## config.mk

```make
export PLATFORM = sky130hd
export DESIGN_NAME = tsr_ctrl_flat
export DESIGN_NICKNAME = d
export VERILOG_FILES = /design/src/sv/tsr_pkg.sv /design/src/sv/tsr_if.sv /design/src/sv/tsr_ctrl.sv /design/src/flat_wrapper.sv
export SDC_FILE = /design/constraint.sdc
export NUM_CORES = 1
export LEC_CHECK = 0
export ABC_AREA = 1
export BUFFER_PORTS_ARGS = -buffer_cell sky130_fd_sc_hd__buf_2
export CAP_MARGIN = 20
export CELL_PAD_IN_SITES_DETAIL_PLACEMENT = 0
export CELL_PAD_IN_SITES_GLOBAL_PLACEMENT = 1
export CORE_UTILIZATION = 34
export CTS_BUF_LIST = sky130_fd_sc_hd__clkbuf_4 sky130_fd_sc_hd__clkbuf_8 sky130_fd_sc_hd__clkbuf_16
export DETAILED_ROUTE_END_ITERATION = 8
export GPL_TIMING_DRIVEN = 1
export PLACE_DENSITY = 0.87
export SYNTH_ARGS = -nofsm -noshare
export SYNTH_HDL_FRONTEND = slang
export SYNTH_SLANG_ARGS = --single-unit
```

## constraint.sdc

```tcl
create_clock -name clk -period 13.8 [get_ports clk]
set_input_delay 0.69 -clock clk [delete_from_list [all_inputs] [get_ports clk]]
set_output_delay 0.69 -clock clk [all_outputs]
set_load 0.02 [all_outputs]
```

## src/sv/tsr_pkg.sv

```systemverilog
// Package for the two-real-spectra split core.
// Field widths, reset values, the bin class type, the staged item and the halving arithmetic.
// No dependencies.
package tsr_pkg;

  localparam int unsigned DATA_W       = 16;
  localparam int unsigned CFG_W        = 11;
  localparam int unsigned BIN_W        = 10;
  localparam int unsigned MAX_BINS_DEF = 1024;
  localparam logic [CFG_W-1:0] CFG_RESET = CFG_W'(1024);

  typedef logic signed [DATA_W-1:0] sample_t;
  typedef logic [CFG_W-1:0]         idx_t;

  typedef enum logic [1:0] {
    CLS_ZERO,
    CLS_LOWER,
    CLS_MIDDLE,
    CLS_UPPER
  } bin_class_t;

  typedef struct packed {
    bin_class_t cls;
    idx_t       k;
    idx_t       m;
    sample_t    zr;
    sample_t    zi;
  } tsr_item_t;

  // floor((a + b) / 2), always fits
  function automatic sample_t add_half(sample_t a, sample_t b);
    logic signed [DATA_W:0] s;
    s = $signed({a[DATA_W-1], a}) + $signed({b[DATA_W-1], b});
    return s[DATA_W:1];
  endfunction

  // floor((a - b) / 2), always fits
  function automatic sample_t sub_half(sample_t a, sample_t b);
    logic signed [DATA_W:0] s;
    s = $signed({a[DATA_W-1], a}) - $signed({b[DATA_W-1], b});
    return s[DATA_W:1];
  endfunction

endpackage

```

## src/sv/tsr_if.sv

```systemverilog
// Handshake interfaces for the input bin word and the result word.
// Depends on tsr_pkg.
interface tsr_in_if import tsr_pkg::*; ();
  logic    valid;
  logic    ready;
  sample_t z_re;
  sample_t z_im;

  modport source (output valid, output z_re, output z_im, input ready);
  modport sink   (input valid, input z_re, input z_im, output ready);
endinterface


```

## src/sv/tsr_ctrl.sv

```systemverilog
// Front end: bin counter, bin classification and lower-half store addressing.
// Depends on tsr_pkg and tsr_in_if.
module tsr_ctrl import tsr_pkg::*; #(
  parameter int unsigned MAX_BINS = MAX_BINS_DEF,
  parameter int unsigned AW       = 9
) (
  input  logic                 clk,
  input  logic                 rst_n,
  tsr_in_if.sink               in_ch,
  input  logic [CFG_W-1:0]     bin_count,
  input  logic                 free,
  output tsr_item_t            item,
  output logic                 item_v,
  output logic                 wr_en,
  output logic [AW-1:0]        wr_addr,
  output logic [2*DATA_W-1:0]  wr_data,
  output logic                 rd_en,
  output logic [AW-1:0]        rd_addr
);

  idx_t           cnt_r, cnt_nxt;
  idx_t           n_base, n, k, m;
  logic [CFG_W:0] k_inc;
  bin_class_t     cls;
  logic           acc;

  always_comb begin
    n_base = (bin_count == '0) ? CFG_W'(1) : bin_count;
    n      = (32'(n_base) > MAX_BINS) ? CFG_W'(MAX_BINS) : n_base;
    k      = (cnt_r >= n) ? '0 : cnt_r;
    m      = n - k;
    if (k == '0) begin
      cls = CLS_ZERO;
    end else if (k < m) begin
      cls = CLS_LOWER;
    end else if (k == m) begin
      cls = CLS_MIDDLE;
    end else begin
      cls = CLS_UPPER;
    end
    k_inc   = {1'b0, k} + 1'b1;
    cnt_nxt = (k_inc >= {1'b0, n}) ? '0 : k_inc[CFG_W-1:0];
  end

  assign in_ch.ready = free;
  assign acc         = in_ch.valid && free;

  always_ff @(posedge clk) begin
    if (!rst_n) begin
      cnt_r <= '0;
    end else if (acc) begin
      cnt_r <= cnt_nxt;
    end
  end

  assign item   = '{cls: cls, k: k, m: m, zr: in_ch.z_re, zi: in_ch.z_im};
  assign item_v = acc && (cls != CLS_LOWER);

  assign wr_en   = acc && (cls == CLS_LOWER);
  assign wr_addr = AW'(k);
  assign wr_data = {in_ch.z_im, in_ch.z_re};
  assign rd_en   = acc && (cls == CLS_UPPER);
  assign rd_addr = AW'(m);

endmodule

```

## src/flat_wrapper.sv

```systemverilog
// flat-port wrapper written by rule: the top's interface ports become plain ports
module tsr_ctrl_flat import tsr_pkg::*;
#(
  parameter int unsigned MAX_BINS = MAX_BINS_DEF,
  parameter int unsigned AW       = 9
)
  (clk, rst_n, bin_count, free, item, item_v, wr_en, wr_addr, wr_data, rd_en, rd_addr, in_ch_valid, in_ch_z_re, in_ch_z_im, in_ch_ready);
  tsr_in_if in_ch_i ();
  input  logic clk;
  input  logic rst_n;
  input  logic [CFG_W-1:0] bin_count;
  input  logic free;
  output tsr_item_t item;
  output logic item_v;
  output logic wr_en;
  output logic [AW-1:0] wr_addr;
  output logic [2*DATA_W-1:0] wr_data;
  output logic rd_en;
  output logic [AW-1:0] rd_addr;
  input wire logic [$bits(in_ch_i.valid)-1:0] in_ch_valid;
  input wire logic [$bits(in_ch_i.z_re)-1:0] in_ch_z_re;
  input wire logic [$bits(in_ch_i.z_im)-1:0] in_ch_z_im;
  output wire logic [$bits(in_ch_i.ready)-1:0] in_ch_ready;
  assign in_ch_i.valid = in_ch_valid;
  assign in_ch_i.z_re = in_ch_z_re;
  assign in_ch_i.z_im = in_ch_z_im;
  assign in_ch_ready = in_ch_i.ready;
  tsr_ctrl #(.MAX_BINS(MAX_BINS), .AW(AW)) u_core (.clk(clk), .rst_n(rst_n), .in_ch(in_ch_i), .bin_count(bin_count), .free(free), .item(item), .item_v(item_v), .wr_en(wr_en), .wr_addr(wr_addr), .wr_data(wr_data), .rd_en(rd_en), .rd_addr(rd_addr));
endmodule
```

==> results.py, run 1 <==
metrics = {
    "clocking": {
        "h-tree-depth": 1,
        "post_cts_buffers": 0,
        "cts_buffers": 3,
        "cts_resized": 0,
        "insertion_delay_ps": 230,
        "clkSinkCount": 11,
        "clock_path_buffers": 2,
        "clk_pin_slew_ps": 50,
        "cts_tree": "built",
        "cts_hold_buf": 0,
        "root_buffer": "clkbuf_8",
    },
    "timing": {
        "timing.setup.tns_ps": 0,
        "setup_viol": 0,
        "final.period_utilization_pct": 46.9,
        "tightest_slew_ps": 457,
        "relSlewSlack_pct": 69.4,
        "rsz0062_at_grt": "no",
        "min_period_ps": 6470,
        "hold_viol": 0,
        "skew_ps": 0.719,
        "fmax_mhz": 155,
        "slew_viol_final": 0,
    },
    "cells_and_area": {
        "n_antenna_cell": 0,
        "reg_top3": "u_core.cnt_r (11)",
        "synthToLayoutAreaGrowth_pct": -5.11,
        "final_common_cell": "nand2_1",
        "nNetsFinal": 515,
        "layout_common_cells": "73 x nand2_1, 65 x inv_1, 60 x buf_2",
        "regMostFlops": "u_core.cnt_r",
        "largest_reg_flops": 11,
        "drive_gt1_share_pct": 24.9,
    },
    "global_route": {
        "grt_max_degree": 13,
        "grt_pass1_wl_mm": 11.6,
        "grt_use_total_pct": 16.4,
        "antenna_found_initial": 0,
        "grt-ovfl-total": 0,
        "grt_pass1_vias": 2382,
    },
    "route": {
        "vias": 2537,
        "remaining_drc_errors": 0,
        "routedWlPerCell_um": 14.0,
        "drt-total-wl_mm": 7.37,
        "drt-initial-drc-count": 119,
        "drt_pass1_iterations": 4,
        "vias_per_cell": 4.82,
        "ant_nets": 0,
    },
    "power": {
        "total_power_mw": 0.144,
        "p_comb_share_pct": 54.5,
        "ir_drop_uv": 18.6,
        "switching_share_pct": 44.1,
        "p_per_area_mw_per_mm2": 50.3,
        "p_leak_nw": 1.68,
        "p_clk_share_pct": 22.9,
        "switching_power_mw": 0.0634,
        "cellInternalPower_mw": 0.0802,
        "power_frac_seq_pct": 22.6,
    },
    "synthesis": {
        "syn_inst": 443,
        "postSynthNetCount": 536,
        "netlist_area_mm2": 0.00301,
        "seq_area_frac_synth_pct": 7.32,
        "avgSynthCellArea_um2": 6.79,
        "synth_ff_type": "dfxtp_1",
        "synth_seq_cells": 11,
        "synth_edf_count": 0,
        "ys.warnings.count": 0,
        "synthArstFlopShare_pct": 0,
        "synth_cell_types": 35,
    },
    "worst_setup_path": {
        "required_ps": 13110,
        "cp_slowest_cell": "fa_1",
        "crit_buf_inv": 7,
        "cp_max_fo": 10,
        "endpoint_kind": "output pin",
        "worstSetupPathDepth": 32,
        "cpPeakStageDelay_ps": 450,
        "cp_top_family": "simple AND/OR/NAND/NOR gates",
        "startpoint_type": "input port",
        "rr_worst_depth": 26,
        "worstSetupPathType": "input port to output pin",
        "worstPathArrival_ps": 5780,
    },
    "floorplan": {
        "dieArea_mm2": 0.00923,
        "num_io_pins": 157,
        "start_util_pct": 35.9,
        "rows": 33,
        "core_mm2": 0.00838,
        "die_height_um": 96.1,
        "die_w_um": 96.1,
    },
    "run_status": {
        "status": "finished, final reports clean",
    },
    "flow_run": {
        "drv_cap": 0,
    },
    "worst_hold_path": {
        "hold_path.class": "flop to flop",
        "hold_path_depth": 2,
    },
    "placed_design": {
        "gp_congestion": 0.887,
        "io_buffers": 60,
        "hpwl_mm": 6.48,
    },
}
==> routing by layer <==
| metal | GRT usage, % | vias up | wire (µm) |
|---|---|---|---|
| met1 | 20.4 | 1150 | 3160 |
| met4 | 5.47 | 0 | 144 |
| met2 | 29.5 | 79 | 3630 |
| met3 | 1.11 | 13 | 430 |
| li1 | - | 1295 | - |
| met5 | 0 | - | 0 |
==> power by group through the flow <==
stage	Combinational, mW	Sequential (mW)	Clock (mW)
2_1_floorplan	0.0884	0.0330	0
3_3_place_gp	0.0781	0.0331	0
3_5_place_dp	0.0787	0.0331	0
4_1_cts	0.0789	0.0325	0.0344
5_1_grt	0.0882	0.0325	0.0362
6_report	0.0783	0.0325	0.0329
==> synthesized netlist by cell type (3+ instances only) <==
library cell	count	area share, %
a21o_1	3	0.75
a21oi_1	30	5.0
a21oi_2	3	0.87
buf_4	83	21
clkbuf_1	3	0.37
dfxtp_1	11	7.3
ha_1	45	19
inv_1	65	8.1
inv_2	8	1.0
nand2_1	73	9.1
nand2_2	4	0.83
nand3_1	11	1.8
nand3_2	4	1.3
nand4_1	14	2.9
nand4_2	3	1.2
nor2_1	33	4.1
nor2_2	7	1.5
nor2_4	3	1.1
o21ai_0	4	0.67
o21ai_1	3	0.50
xor2_1	12	3.5
==> cell type report <==
cell class	count	area, µm²
fill	936	5530
multi-input combinational	273	1880
timing repair buffer	60	300
inverter	73	274
sequential	11	220
tap	105	131
clock buffer	4	48.8
==> per-stage QoR <==
step	util [%]	std cells	worst slack, ps	cell area, µm²	hold slack (ps)
5_1_grt	34.1	526	6840	2860	501
4_1_cts	34.1	526	7310	2860	484
3_3_place_gp	33.5	522	7480	2810	478
3_5_place_dp	33.5	522	7320	2810	476
2_1_floorplan	-	443	7560	3010	458
6_report	34.1	526	7330	2860	484
==> worst register-to-register path: cells and delay by family (launching register included) <==
kind                       cells  cell delay (ps)
buffers and inverters          2              170
and+or+nand+nor               19             2230
DFF                            1              480
AOI/OAI and AO/OA              2              550
adders and majority gates      3              870
==> path summary, 6_finish.rpt <==
kind                           startpoint                      endpoint  slack, ps
max                          bin_count[1]                         wr_en       7330
min          u_core.cnt_r[0]$_SDFFE_PN0P_  u_core.cnt_r[0]$_SDFFE_PN0P_        480
max reg2reg  u_core.cnt_r[3]$_SDFFE_PN0P_  u_core.cnt_r[6]$_SDFFE_PN0P_       9440
min reg2reg  u_core.cnt_r[0]$_SDFFE_PN0P_  u_core.cnt_r[0]$_SDFFE_PN0P_        480
==> kinds of logic (layout without fill, tap and decap cells) <==
group / after synthesis / count (layout) / synth area share [%]
fa+ha+maj: 46 / 46 / 19.4
simple gates: 163 / 163 / 29.0
compound gates: 50 / 50 / 9.56
buf+inv: 159 / 137 / 30.2
flops: 11 / 11 / 7.32
xor+xnor: 14 / 14 / 4.57
Power figures use the tool's default switching activity.
==> run 2, diff against run 1 <==
--- a/config.mk
+++ b/config.mk
@@ -5,16 +5,16 @@
 export SDC_FILE = /design/constraint.sdc
 export NUM_CORES = 1
 export LEC_CHECK = 0
-export ABC_AREA = 1
+export ABC_AREA = 0
 export BUFFER_PORTS_ARGS = -buffer_cell sky130_fd_sc_hd__buf_2
 export CAP_MARGIN = 20
 export CELL_PAD_IN_SITES_DETAIL_PLACEMENT = 0
 export CELL_PAD_IN_SITES_GLOBAL_PLACEMENT = 1
-export CORE_UTILIZATION = 34
+export CORE_UTILIZATION = 28
 export CTS_BUF_LIST = sky130_fd_sc_hd__clkbuf_4 sky130_fd_sc_hd__clkbuf_8 sky130_fd_sc_hd__clkbuf_16
 export DETAILED_ROUTE_END_ITERATION = 8
 export GPL_TIMING_DRIVEN = 1
-export PLACE_DENSITY = 0.87
+export PLACE_DENSITY = 0.76
 export SYNTH_ARGS = -nofsm -noshare
 export SYNTH_HDL_FRONTEND = slang
 export SYNTH_SLANG_ARGS = --single-unit
==> constraint.sdc (replaced) <==
create_clock -name clk -period 5.2 [get_ports clk]
set_input_delay 0.26 -clock clk [delete_from_list [all_inputs] [get_ports clk]]
set_output_delay 0.26 -clock clk [all_outputs]
set_load 0.02 [all_outputs]
==> results.py, run 2 <==
metrics = {
    "route": {
        "drt_pass1_iterations": 4,
        "drt-total-wl_mm": 8.01,
        "ant_nets": 0,
        "vias_per_cell": 4.99,
        "remaining_drc_errors": 0,
        "drt-initial-drc-count": 151,
        "vias": 2667,
        "routedWlPerCell_um": 15.0,
    },
    "power": {
        "total_power_mw": 0.466,
        "ir_drop_uv": 58.8,
        "p_per_area_mw_per_mm2": 142,
        "p_leak_nw": 1.68,
    },
    "clocking": {
        "insertion_delay_ps": 240,
        "clkSinkCount": 11,
        "h-tree-depth": 1,
        "cts_hold_buf": 0,
        "clk_pin_slew_ps": 60,
        "cts_tree": "built",
        "clock_path_buffers": 2,
        "root_buffer": "clkbuf_8",
        "cts_buffers": 3,
    },
    "cells_and_area": {
        "largest_reg_flops": 11,
        "nNetsFinal": 495,
        "fillers": 1041,
        "layout_common_cells": "55 x buf_2, 38 x ha_1, 38 x buf_4",
        "regMostFlops": "u_core.cnt_r",
        "reg_top3": "u_core.cnt_r (11)",
        "n_antenna_cell": 0,
        "final_common_cell": "buf_2",
        "multi_input_area_mm2": 0.00210,
        "regArea_um2": 220,
        "drive_gt1_share_pct": 37.7,
        "synthToLayoutAreaGrowth_pct": 13.6,
    },
    "synthesis": {
        "ys_top_cells_by_area": "buf_4 22%, ha_1 20%, dfxtp_1 7.6%",
        "synth_ff_type": "dfxtp_1",
        "postSynthNetCount": 487,
        "synthArstFlopShare_pct": 0,
        "syn_inst": 394,
        "netlist_area_mm2": 0.00289,
        "yosys.area_share.simple_pct": 22.7,
        "synthMuxAreaShare_pct": 0,
        "seq_area_frac_synth_pct": 7.63,
        "synth_compound_area_share_pct": 14.7,
        "synth_top_area_share_pct": 21.6,
        "synth_edf_count": 0,
        "synthTopCellsByCount": "83 x buf_4, 45 x ha_1, 39 x inv_1",
        "synth_seq_cells": 11,
        "synth_top_family_by_area": "buffers and inverters",
        "synth-xor-area-share_pct": 6.07,
        "synth_top_area_cell": "buf_4",
        "yosysMostFrequentCell": "buf_4",
        "ys.warnings.count": 0,
        "avgSynthCellArea_um2": 7.33,
        "synth_cell_types": 52,
        "synthAdderAreaFrac_pct": 20.2,
    },
    "floorplan": {
        "core_mm2": 0.00986,
        "start_util_pct": 29.3,
        "dieArea_mm2": 0.0107,
        "die_height_um": 104,
        "die_w_um": 104,
        "num_io_pins": 157,
        "rows": 36,
    },
    "placed_design": {
        "gp_congestion": 0.793,
        "dpl_worst_slack_ps": -32.1,
        "io_buffers": 60,
        "hpwl_mm": 6.12,
    },
    "run_status": {
        "status": "finished, final reports clean",
    },
    "global_route": {
        "grt-ovfl-total": 0,
        "antenna_found_initial": 0,
        "grt_pass1_wl_mm": 12.4,
        "grt_pass1_vias": 2496,
        "global_route.usage.met2_pct": 23.4,
        "use_met3_pct": 2.71,
        "busiest_layer": "met2",
        "grt_max_degree": 17,
        "grt_use_met1_pct": 18.1,
        "grt_use_total_pct": 13.9,
    },
    "worst_hold_path": {
        "hold_path.class": "input port to flop",
    },
    "flow_run": {
        "drv_cap": 0,
    },
    "timing": {
        "final.period_utilization_pct": 96.6,
        "min_period_ps": 5020,
        "timing.setup.tns_ps": 0,
        "fmax_mhz": 199,
        "relSlewSlack_pct": 51.5,
        "hold_viol": 0,
        "tightest_slew_ps": 724,
        "slew_viol_final": 0,
        "layout_setup_ws_ps": 176,
        "setup_viol": 0,
        "skew_ps": 1.90,
    },
    "worst_setup_path": {
        "required_ps": 4940,
        "worstSetupPathType": "input port to output pin",
        "endpoint_kind": "output pin",
        "cp_max_fo": 10,
        "worstPathArrival_ps": 4760,
        "startpoint_type": "input port",
    },
}
## run 2: cell count changes after synthesis, moves of 8 or more
cell	change
a31oi_1	+9
xnor2_1	+8
inv_1	-26
a21oi_1	-19
nand4_1	-11
nand2_1	-41
inv_2	-8
nor2_1	-14
## run 2: critical path, cell delays in order
cell and delay [ps]:
buf_2 90, clkinv_1 280, nand2_1 250, ha_1 260, o21ai_1 130, a21oi_1 70, o31ai_2 290, and2_4 230
nand2_4 60, inv_4 70, ha_4 130, inv_4 40, fa_2 400, a21oi_2 160, nor2b_2 70, o31ai_4 280
a21oi_2 110, a31o_2 250, xnor2_2 140, ha_1 330, o21a_1 150, o22ai_2 90, a21o_1 220, nor4_4 210
buf_4 180
## run 2: worst paths after layout
path              cells past startpoint                           from                      endpoint  slack [ps]
hold / removal                        2                          rst_n  u_core.cnt_r[1]$_SDFFE_PN0P_         320
hold reg to reg                       2   u_core.cnt_r[0]$_SDFFE_PN0P_  u_core.cnt_r[0]$_SDFFE_PN0P_         570
setup / recovery                     25                  bin_count[10]                         rd_en         180
setup reg to reg                     21  u_core.cnt_r[10]$_SDFFE_PN0P_  u_core.cnt_r[2]$_SDFFE_PN0P_         410
## run 2: through the flow
stage / instances / hold WS (ps) / utilization [%] / cell area, µm²
after CTS: 525 / 329 / 30.0 / 2960
final: 534 / 323 / 33.2 / 3280
after global placement: 521 / 520 / 29.5 / 2910
after global routing: 534 / 344 / 33.2 / 3280
after detailed placement: 521 / 520 / 29.5 / 2910
after floorplan: 394 / 378 / - / 2910
## run 2: cell type report
type / count / area share, %
Clock buffer: 4 / 1.49
Inverter: 41 / 4.85
Multi-Input combinational cell: 250 / 64.1
Sequential cell: 11 / 6.72
Tap cell: 133 / 5.08
Timing Repair Buffer: 95 / 17.8
## run 2: power by group
part           internal, mW  total, mW  switching (mW)
combinational         0.115      0.280           0.164
sequential           0.0857     0.0884         0.00266
clock                0.0594     0.0977          0.0383
## run 2: metal layers
layer | up-vias | wire (µm)
li1 | 1297 | -
met1 | 1252 | 3460
met2 | 94 | 3890
met3 | 24 | 544
met4 | 0 | 108
met5 | - | 0
## run 2: kinds of logic (layout without fill, tap and decap cells)
| kind of cell | count (synthesis) | in the layout |
|---|---|---|
| DFF | 11 | 11 |
| buffers and inverters | 134 | 140 |
| adders and majority gates | 46 | 46 |
| AOI/OAI and AO/OA | 60 | 61 |
| and+or+nand+nor | 123 | 123 |
| xor gates and xnor gates | 20 | 20 |
## run 2: timing repair
action / in CTS / in global routing
pin swaps: 0 / 30
gates resized for setup: 2 / 52
buffers inserted: 0 / 10
gates cloned: 0 / 1
endpoints found under the hold margin: 0 / 0
setup endpoints to repair: 1 / 13
