$ cat config.mk
export PLATFORM = sky130hd
export DESIGN_NAME = tsr_split_flat
export DESIGN_NICKNAME = d
export VERILOG_FILES = /design/src/sv/tsr_pkg.sv /design/src/sv/tsr_if.sv /design/src/sv/tsr_split.sv /design/src/flat_wrapper.sv
export SDC_FILE = /design/constraint.sdc
export NUM_CORES = 1
export LEC_CHECK = 0
export BUFFER_PORTS_ARGS = -buffer_cell sky130_fd_sc_hd__buf_2
export CORE_UTILIZATION = 51
export DETAILED_ROUTE_END_ITERATION = 8
export PLACE_DENSITY = 0.78
export REMOVE_ABC_BUFFERS = 1
export SLEW_MARGIN = 25
export SYNTH_ARGS = -nofsm -noshare
export SYNTH_HDL_FRONTEND = slang
export SYNTH_SLANG_ARGS = --single-unit
$ cat constraint.sdc
create_clock -name clk -period 3.51 [get_ports clk]
set_input_delay 0.5265 -clock clk [delete_from_list [all_inputs] [get_ports clk]]
set_output_delay 0.5265 -clock clk [all_outputs]
set_load 0.02 [all_outputs]
$ cat src/sv/tsr_pkg.sv
// Package for the two-real-spectra split core.
// Field widths, reset values, the bin class type, the staged item and the halving arithmetic.
// No dependencies.
package tsr_pkg;

  localparam int unsigned DATA_W       = 16;
  localparam int unsigned CFG_W        = 11;
  localparam int unsigned BIN_W        = 10;
  localparam int unsigned MAX_BINS_DEF = 1024;
  localparam logic [CFG_W-1:0] CFG_RESET = CFG_W'(1024);

  typedef logic signed [DATA_W-1:0] sample_t;
  typedef logic [CFG_W-1:0]         idx_t;

  typedef enum logic [1:0] {
    CLS_ZERO,
    CLS_LOWER,
    CLS_MIDDLE,
    CLS_UPPER
  } bin_class_t;

  typedef struct packed {
    bin_class_t cls;
    idx_t       k;
    idx_t       m;
    sample_t    zr;
    sample_t    zi;
  } tsr_item_t;

  // floor((a + b) / 2), always fits
  function automatic sample_t add_half(sample_t a, sample_t b);
    logic signed [DATA_W:0] s;
    s = $signed({a[DATA_W-1], a}) + $signed({b[DATA_W-1], b});
    return s[DATA_W:1];
  endfunction

  // floor((a - b) / 2), always fits
  function automatic sample_t sub_half(sample_t a, sample_t b);
    logic signed [DATA_W:0] s;
    s = $signed({a[DATA_W-1], a}) - $signed({b[DATA_W-1], b});
    return s[DATA_W:1];
  endfunction

endpackage

$ cat src/sv/tsr_if.sv


interface tsr_out_if import tsr_pkg::*; ();
  logic             valid;
  logic             ready;
  logic [BIN_W-1:0] bin;
  sample_t          x_re;
  sample_t          x_im;
  sample_t          y_re;
  sample_t          y_im;
  logic             last;

  modport source (output valid, output bin, output x_re, output x_im, output y_re,
                  output y_im, output last, input ready);
  modport sink   (input valid, input bin, input x_re, input x_im, input y_re,
                  input y_im, input last, output ready);
endinterface

$ cat src/sv/tsr_split.sv
// Back end: holds one bin with its mirror word, forms one or two results, output register.
// Depends on tsr_pkg and tsr_out_if.
module tsr_split import tsr_pkg::*; (
  input  logic                clk,
  input  logic                rst_n,
  input  tsr_item_t           item,
  input  logic                item_v,
  input  logic [2*DATA_W-1:0] rd_data,
  output logic                free,
  tsr_out_if.source           out_ch
);

  logic             s1_v_r, s1_sel_r;
  tsr_item_t        s1_r;
  logic             out_v_r, out_last_r;
  logic [BIN_W-1:0] out_bin_r;
  sample_t          out_xr_r, out_xi_r, out_yr_r, out_yi_r;

  sample_t          sr, si, ar, ai, br, bi;
  sample_t          xr, xi, yr, yi;
  logic [BIN_W-1:0] res_bin;
  logic             res_last, out_load;

  assign sr = rd_data[DATA_W-1:0];
  assign si = rd_data[2*DATA_W-1:DATA_W];

  always_comb begin
    ar       = s1_r.zr;
    ai       = s1_r.zi;
    br       = s1_r.zr;
    bi       = s1_r.zi;
    res_bin  = s1_r.k[BIN_W-1:0];
    res_last = 1'b1;
    if (s1_r.cls == CLS_UPPER) begin
      if (!s1_sel_r) begin
        ar       = sr;
        ai       = si;
        res_bin  = s1_r.m[BIN_W-1:0];
        res_last = 1'b0;
      end else begin
        br = sr;
        bi = si;
      end
    end
    if (s1_r.cls == CLS_ZERO) begin
      xr = s1_r.zr;
      xi = '0;
      yr = s1_r.zi;
      yi = '0;
    end else begin
      xr = add_half(ar, br);
      xi = sub_half(ai, bi);
      yr = add_half(ai, bi);
      yi = sub_half(br, ar);
    end
  end

  assign out_load = s1_v_r && (!out_v_r || out_ch.ready);
  assign free     = !s1_v_r || (out_load && res_last);

  always_ff @(posedge clk) begin
    if (!rst_n) begin
      s1_v_r   <= 1'b0;
      s1_sel_r <= 1'b0;
    end else if (item_v) begin
      s1_v_r   <= 1'b1;
      s1_sel_r <= 1'b0;
    end else if (out_load) begin
      if (res_last) begin
        s1_v_r <= 1'b0;
      end else begin
        s1_sel_r <= 1'b1;
      end
    end
  end

  always_ff @(posedge clk) begin
    if (item_v) begin
      s1_r <= item;
    end
  end

  always_ff @(posedge clk) begin
    if (!rst_n) begin
      out_v_r <= 1'b0;
    end else if (out_load) begin
      out_v_r <= 1'b1;
    end else if (out_ch.ready) begin
      out_v_r <= 1'b0;
    end
  end

  always_ff @(posedge clk) begin
    if (out_load) begin
      out_bin_r  <= res_bin;
      out_xr_r   <= xr;
      out_xi_r   <= xi;
      out_yr_r   <= yr;
      out_yi_r   <= yi;
      out_last_r <= res_last;
    end
  end

  assign out_ch.valid = out_v_r;
  assign out_ch.bin   = out_bin_r;
  assign out_ch.x_re  = out_xr_r;
  assign out_ch.x_im  = out_xi_r;
  assign out_ch.y_re  = out_yr_r;
  assign out_ch.y_im  = out_yi_r;
  assign out_ch.last  = out_last_r;

  // a new bin only lands in a free stage
  a_load_free: assert property (@(posedge clk) disable iff (!rst_n) item_v |-> free)
    else $error("bin loaded into busy stage");

  // second result only for an upper bin
  a_sel_upper: assert property (@(posedge clk) disable iff (!rst_n)
    (s1_v_r && s1_sel_r) |-> (s1_r.cls == CLS_UPPER))
    else $error("second result for non-upper bin");

  // the mirror word's partner is still held when it leaves
  a_pair_held: assert property (@(posedge clk) disable iff (!rst_n)
    (out_ch.valid && out_ch.ready && !out_ch.last) |-> (s1_v_r && s1_sel_r))
    else $error("first result of pair left without partner");

endmodule

$ cat src/flat_wrapper.sv
// flat-port wrapper written by rule: the top's interface ports become plain ports
module tsr_split_flat import tsr_pkg::*;
  (clk, rst_n, item, item_v, rd_data, free, out_ch_valid, out_ch_bin, out_ch_x_re, out_ch_x_im, out_ch_y_re, out_ch_y_im, out_ch_last, out_ch_ready);
  tsr_out_if out_ch_i ();
  input  logic clk;
  input  logic rst_n;
  input  tsr_item_t item;
  input  logic item_v;
  input  logic [2*DATA_W-1:0] rd_data;
  output logic free;
  output wire logic [$bits(out_ch_i.valid)-1:0] out_ch_valid;
  output wire logic [$bits(out_ch_i.bin)-1:0] out_ch_bin;
  output wire logic [$bits(out_ch_i.x_re)-1:0] out_ch_x_re;
  output wire logic [$bits(out_ch_i.x_im)-1:0] out_ch_x_im;
  output wire logic [$bits(out_ch_i.y_re)-1:0] out_ch_y_re;
  output wire logic [$bits(out_ch_i.y_im)-1:0] out_ch_y_im;
  output wire logic [$bits(out_ch_i.last)-1:0] out_ch_last;
  input wire logic [$bits(out_ch_i.ready)-1:0] out_ch_ready;
  assign out_ch_valid = out_ch_i.valid;
  assign out_ch_bin = out_ch_i.bin;
  assign out_ch_x_re = out_ch_i.x_re;
  assign out_ch_x_im = out_ch_i.x_im;
  assign out_ch_y_re = out_ch_i.y_re;
  assign out_ch_y_im = out_ch_i.y_im;
  assign out_ch_last = out_ch_i.last;
  assign out_ch_i.ready = out_ch_ready;
  tsr_split u_core (.clk(clk), .rst_n(rst_n), .item(item), .item_v(item_v), .rd_data(rd_data), .free(free), .out_ch(out_ch_i));
endmodule
==> impl_metrics.csv, run 1 <==
group,metric,value,unit
place,dpl_cell_area,9740,sq um
setup_path,ff2ff_path_depth,13,
cts,tritoncts,"built",
routing,drc,0,
setup_path,startpoint_type,"flop",
final_layout,multiInputGateArea,4260,sq um
logic_synthesis,synth-edff-count,129,
routing,route.vias.total,6771,
global_route,grt_usage,23.7,%
job,maxCapViolations,0,
status,status,"finished, final reports clean",
timing,fmax,296,MHz
timing,min_period_over_period,96.3,%
cts,clock-root-buffer,"clkbuf_16",
timing,rsz0062_at_grt,"no",
die,start_util,52.1,%
routing,ant_nets,0,
logic_synthesis,yosysTopAreaCellShare,45.2,%
hold_path,hold_path.class,"input pin to flop",
die,rows,47,
setup_path,rr_startpoint,"u_core.s1_r[54]",
logic_synthesis,synth_seq_area_share,45.9,%
setup_path,crit_fanout,12,
power,power,5.55,mW
global_route,grt_first_pass_wirelength,31.9,mm
routing,dr.pass1.iters,5,
die,coreArea,16500,sq um
global_route,grt_max_degree,77,
place,hpwl,14.4,mm
final_layout,nNetsFinal,1147,
cts,clkTransAtPathRegs,0.07,ns
global_route,antenna_found_initial,1,
logic_synthesis,synth_seq_cells,132,
cts,htree_levels,4,
final_layout,fill_cells,1326,
final_layout,seq_area,3930,sq um
place,dp_cells,1186,
cts,clock_latency,0.43,ns
timing,setup_viol,0,
setup_path,crit_arrival,3.61,ns
timing,clock_skew,0.00959,ns
timing,worstMarginPinSlew,0.847,ns
timing,hold_violations,0,
cts,tritoncts.num_buffers,17,
power,leakage,4.54,nW
hold_path,hold_path_end,"u_core.s1_r[27]",
routing,routed_via_density,5.53,
setup_path,reg2reg_to,"u_core.out_ch.y_re[14]",
die,die_h,132,um
logic_synthesis,yosys.area.top_type,"edfxtp_1",
place,io_buffers,166,
setup_path,reg2reg_slack,0.13,ns
timing,slew_violations,0,
logic_synthesis,synthCells,807,
final_layout,finalInstanceArea,10500,sq um
setup_path,crit_type,"flop to flop",
final_layout,syn2layout_area_growth,21.9,%
power,powerDensity,531,nW/um^2
logic_synthesis,ys.flop_type,"edfxtp_1",
hold_path,whs_path_depth,1,
logic_synthesis,synthTopCellsByArea,"edfxtp_1 45%, ha_1 8.8%, mux2_2 5.1%",
timing,layout_min_cycle_time,3.38,ns
timing,timing.final.ws_setup,0.131,ns
setup_path,endpoint_kind,"flop",
logic_synthesis,syn_area,8570,sq um
cts,clockBufferDepth,2,
routing,drtIter0Drc,586,
place,pre_cts_slack,0.0900,ns
setup_path,worst-endpoint-required,3.74,ns
global_route,grt_pass1_vias,6461,
die,pin_count,169,
logic_synthesis,ys_warn_count,0,
global_route,grt_overflow,0,
place,place_congestion,0.851,
logic_synthesis,synth.distinct_cells,66,
logic_synthesis,avgSynthCellArea,10.6,sq um
routing,routedWlPerCell,16.5,um
logic_synthesis,async_flop_share,0,%
timing,relSlewSlack,43.5,%
hold_path,min_from,"item[27]",
die,die_w,132,um
timing,setup_tns,0,ns
final_layout,drive_above_1_share,30.2,%
final_layout,instances_no_fill,1225,
die,dieArea,17300,sq um
routing,wirelength,20.2,mm
cts,cts.sinks,132,
power,peakVddDrop,0.363,mV
## flip-flops by register name, summed over array words and instances (netlist names)
signal / flops
u_core.out_ch.y_re: 16
u_core.s1_sel_r: 1
u_core.out_ch.x_re: 16
u_core.s1_v_r: 1
u_core.out_ch.x_im: 16
u_core.out_ch.bin: 10
u_core.out_ch.y_im: 16
u_core.out_ch.last: 1
u_core.out_ch.valid: 1
u_core.s1_r: 54
## Yosys cell counts (7+ instances only)
cell type  count
o21bai_1       7
mux2_2        39
inv_1         60
and3_1         7
o21a_1         7
clkbuf_1      26
nand2b_1       7
nor3_1        17
ha_1          60
nor2b_1       13
a21oi_1       52
nand3_1        9
nand2_1       48
nor2_1        71
xor2_1         7
or3_1         10
edfxtp_1     129
o21ai_0       44
o211ai_1       7
nor4_1         7
a21o_1         7
o31ai_1        8
mux2i_1       36
xnor2_1       33
## timing repair
item / in CTS / in global routing
setup endpoints to repair: 0 / 25
resized for setup: 0 / 15
hold buffers: 0 / 0
hold endpoints to repair: 0 / 0
buffers inserted: 0 / 4
## layout by cell type (no fill, tap or decap), drive strengths merged, types with 8 or more instances in the layout
cell type / count
mux2i: 36
xnor2: 33
buf: 206
o21ai: 45
edfxtp: 129
mux2: 39
nor3: 17
clkbuf: 17
o31ai: 8
a21oi: 52
nor2: 71
or3: 10
nor2b: 13
nand3: 10
nand2: 48
inv: 67
ha: 60
## worst max path at each step
stage	startpoint	to	cells past startpoint
after floorplan	u_core.s1_r[54]	u_core.out_ch.x_re[14]	9
after global placement	u_core.s1_r[55]	u_core.out_ch.x_re[14]	11
after detailed placement	u_core.s1_r[54]	u_core.out_ch.y_re[13]	10
after CTS	u_core.s1_r[55]	u_core.out_ch.y_re[13]	11
after global routing	u_core.s1_r[55]	u_core.out_ch.x_re[14]	10
final	u_core.s1_r[54]	u_core.out_ch.y_re[14]	13
## cell type report
cell class | count | area share, %
antenna | 1 | 0.0239
clock buffer | 17 | 4.07
clock inverter | 15 | 1.63
inverter | 60 | 2.15
multi-input combinational | 574 | 40.8
sequential | 132 | 37.6
tap | 220 | 2.63
timing repair buffer | 206 | 11.1
## routing by layer
metal / part of all wire [%] / GRT usage, % / vias up
met4: 2.1 / 8.91 / 2
met5: 0.064 / 0 / -
met3: 5.7 / 5.40 / 31
li1: - / - / 3313
met2: 48 / 39.3 / 220
met1: 45 / 30.1 / 3205
## kinds of logic (layout without fill, tap and decap cells)
logic type,after synthesis,after routing,share of synthesized area [%]
adders and majority gates,64,64,9.69
DFF,132,132,45.9
and+or+nand+nor,211,212,11.9
other,0,1,0
xor gates and xnor gates,40,40,4.09
AOI/OAI and AO/OA,183,183,13.8
buffers and inverters,102,298,5.33
muxes,75,75,9.33
## report_power, final
group | switching, mW | internal [mW] | leakage [nW]
Combinational | 1.01 | 0.708 | 2.99
Clock | 0.749 | 1.06 | 0.283
Sequential | 0.0548 | 1.96 | 1.26
Total | 1.82 | 3.74 | 4.54
## worst max-delay path, stage by stage (launching register included)
cell	delay, ns
edfxtp_1	0.41
buf_4	0.18
nand3_2	0.18
buf_6	0.23
mux2i_1	0.25
inv_1	0.10
ha_1	0.24
or2_2	0.30
o221ai_1	0.29
nand3_1	0.27
o21ai_0	0.23
buf_4	0.17
inv_1	0.04
a311oi_1	0.30
## per-stage QoR
step,hold slack [ns],utilization [%]
finish,0.269,63.5
detailed placement,0.499,59.1
global placement,0.471,59.1
floorplan,0.457,-
CTS,0.251,62.7
global route,0.251,63.5
Note: power is estimated with default switching activity, not from simulation.
==> run 2: changes to the inputs <==
--- a/config.mk
+++ b/config.mk
@@ -5,10 +5,10 @@
 export SDC_FILE = /design/constraint.sdc
 export NUM_CORES = 1
 export LEC_CHECK = 0
+export ABC_AREA = 1
 export BUFFER_PORTS_ARGS = -buffer_cell sky130_fd_sc_hd__buf_2
-export CORE_UTILIZATION = 51
+export CORE_UTILIZATION = 40
 export DETAILED_ROUTE_END_ITERATION = 8
-export PLACE_DENSITY = 0.78
 export REMOVE_ABC_BUFFERS = 1
 export SLEW_MARGIN = 25
 export SYNTH_ARGS = -nofsm -noshare
==> run 2 against run 1 <==
Effect of this change: via count up 17%; routed wire length up 18%; sequential cell count unchanged; hold slack worse by 0.0025 ns; combinational power up 5%; first-iteration DRC count down 0.17%; non-clock buffer count down 8; utilization down 14 points; critical path depth down 1; critical path type unchanged; largest power group unchanged; highest routed layer unchanged.
==> impl_metrics.csv, run 2 <==
group,metric,value,unit
setup_path,crit_arrival,3.37,ns
power,leakage,5.09,nW
final_layout,syn2layout_area_growth,20.7,%
place,place_congestion,0.883,
hold_path,whs_path_depth,1,
die,die_w,151,um
setup_path,crit_buf_inv,2,
timing,worstMarginPinSlew,0.830,ns
die,start_util,40.8,%
place,io_buffers,166,
die,coreArea,21800,sq um
die,die_h,151,um
cts,clock_latency,0.43,ns
setup_path,crit_fanout,9,
global_route,antenna_found_initial,1,
cts,clock-root-buffer,"clkbuf_16",
routing,routed_via_density,5.03,
cts,clockBufferDepth,2,
global_route,grt.busiest_layer,"met2",
hold_path,hold_path.class,"input pin to flop",
timing,rsz0062_at_grt,"no",
global_route,grt_overflow,0,
power,powerDensity,522,nW/um^2
logic_synthesis,async_flop_share,0,%
routing,ant_nets,0,
logic_synthesis,yosys.area.top_type,"edfxtp_1",
logic_synthesis,synthTopCellsByArea,"edfxtp_1 44%, nand2_1 13%, ha_1 8.5%",
die,pin_count,169,
logic_synthesis,synth_common_cells,"297 x nand2_1, 141 x inv_1, 129 x edfxtp_1",
logic_synthesis,yosysMostFrequentCell,"nand2_1",
setup_path,slowest_stage,"edfxtp_1",
global_route,use_met1,29.8,%
logic_synthesis,ys.flop_type,"edfxtp_1",
setup_path,cpPeakStageDelay,0.52,ns
routing,route.vias.total,7954,
status,status,"finished, final reports clean",
final_layout,nNetsFinal,1445,
final_layout,drive_above_1_share,20.9,%
routing,drtIter0Drc,585,
timing,layout_min_cycle_time,3.18,ns
cts,clkTransAtPathRegs,0.06,ns
global_route,grt_usage,21.7,%
cts,tritoncts.num_buffers,17,
global_route,grt_max_degree,77,
final_layout,largest_reg_flops,54,
final_layout,final_common_cell,"nand2_1",
final_layout,antennaDiodeCount,0,
job,maxCapViolations,0,
die,dieArea,22800,sq um
place,hpwl,17.6,mm
timing,setup_viol,0,
logic_synthesis,synth_seq_cells,132,
timing,min_period_over_period,90.7,%
global_route,grt_first_pass_wirelength,37.4,mm
logic_synthesis,synth.distinct_cells,39,
cts,cts.sinks,132,
logic_synthesis,ys_warn_count,0,
routing,dr.pass1.iters,5,
setup_path,crit_chain,"nand3_4 > clkinvlp_4 > o21ai_0 > inv_1 > fa_1 > nand3b_1 > a21oi_1 > nor2_1 > o21ai_1 > nand2_1 > a21oi_1 > nor2_1",
logic_synthesis,synth_seq_area_share,44.4,%
logic_synthesis,yosysTopAreaCellShare,43.7,%
final_layout,final_util,49.2,%
logic_synthesis,synthCells,1117,
routing,wirelength,23.8,mm
setup_path,ff2ff_path_depth,12,
setup_path,worst-endpoint-required,3.70,ns
timing,hold_violations,0,
setup_path,endpoint_kind,"flop",
setup_path,startpoint_type,"flop",
cts,htree_levels,4,
final_layout,largest-register,"u_core.s1_r",
global_route,grt_pass1_vias,7353,
cts,tritoncts,"built",
timing,fmax,314,MHz
die,rows,54,
final_layout,layout_common_cells,"297 x nand2_1, 166 x buf_2, 140 x inv_1, 129 x edfxtp_1, 105 x o21ai_0",
timing,clock_skew,0.00934,ns
logic_synthesis,avgSynthCellArea,7.94,sq um
routing,routedWlPerCell,15.1,um
routing,drc,0,
logic_synthesis,synth-edff-count,129,
timing,relSlewSlack,44.7,%
power,peakVddDrop,0.326,mV
global_route,met3_usage,5.18,%
timing,slew_violations,0,
setup_path,crit_type,"flop to flop",
setup_path,path_depth,12,
setup_path,critical_path.top_delay_family,"compound AO/OA/AOI/OAI gates",
logic_synthesis,syn_area,8870,sq um
timing,setup_tns,0,ns
global_route,use_met2,33.8,%
## run 2: cell types whose count changed in the layout (fill, tap and decap cells not counted), moves of 32 or more
cell	change
xnor2_1	-33
nand3_1	+52
nand2_1	+249
o21ai_0	+62
inv_1	+80
mux2_2	-39
a21oi_1	+32
## run 2: power by group
part	leakage, nW	internal (mW)	switching [mW]	total [mW]
registers	1.26	1.96	0.0575	2.01
logic	3.55	0.613	1.19	1.80
clock network	0.283	0.992	0.773	1.77
total	5.09	3.56	2.02	5.58
## run 2: area by class of cell
type / count / area (sq um)
clock buffers: 17 / 425
clock inverters: 15 / 146
inverters: 146 / 552
flip-flops and latches: 132 / 3930
fillers: 2202 / 11100
repair buffers: 198 / 1100
multi-input cells: 794 / 4200
well taps: 280 / 350
## run 2: cells by family after synthesis
logic type               after synthesis  share of synthesized area (%)
buffers and inverters                191                           8.51
flip-flops                           132                           44.4
AO/OA/AOI/OAI                        220                           13.1
adder cells (fa/ha/maj)               64                           9.37
AND/OR/NAND/NOR                      508                           24.5
XOR/XNOR                               2                          0.198
## run 2: worst paths after layout
check | to | slack (ns) | startpoint
setup / recovery | u_core.out_ch.x_im[15] | 0.33 | u_core.s1_r[55]
hold / removal | u_core.s1_r[33] | 0.27 | item[33]
setup reg to reg | u_core.out_ch.x_im[15] | 0.33 | u_core.s1_r[55]
hold reg to reg | u_core.out_ch.valid | 0.50 | u_core.out_ch.valid
## run 2: repair_timing
action                     in CTS  in global routing
setup endpoints to repair       0                  3
hold buffers                    0                  0
buffers inserted                0                  1
gates resized for setup         0                  2
## run 2: metrics by stage
step | cell area [sq um] | worst slack [ns] | instances | total power [mW] | hold WS [ns]
2_1_floorplan | 8660 | -0.849 | 1072 | 3.25 | 0.445
3_3_place_gp | 10100 | 0.316 | 1549 | 3.82 | 0.479
3_5_place_dp | 10100 | 0.259 | 1549 | 3.84 | 0.480
4_1_cts | 10700 | 0.239 | 1581 | 5.62 | 0.246
5_1_grt | 10700 | 0.0151 | 1582 | 5.93 | 0.248
6_report | 10700 | 0.327 | 1582 | 5.58 | 0.266
## run 2: layer usage
layer  wire (um)  part of all wire (%)  up-vias
li1            -                     -     4039
met1       11400                    48     3650
met2       10500                    44      228
met3        1520                   6.4       35
met4         401                   1.7        2
met5          10                 0.042        -
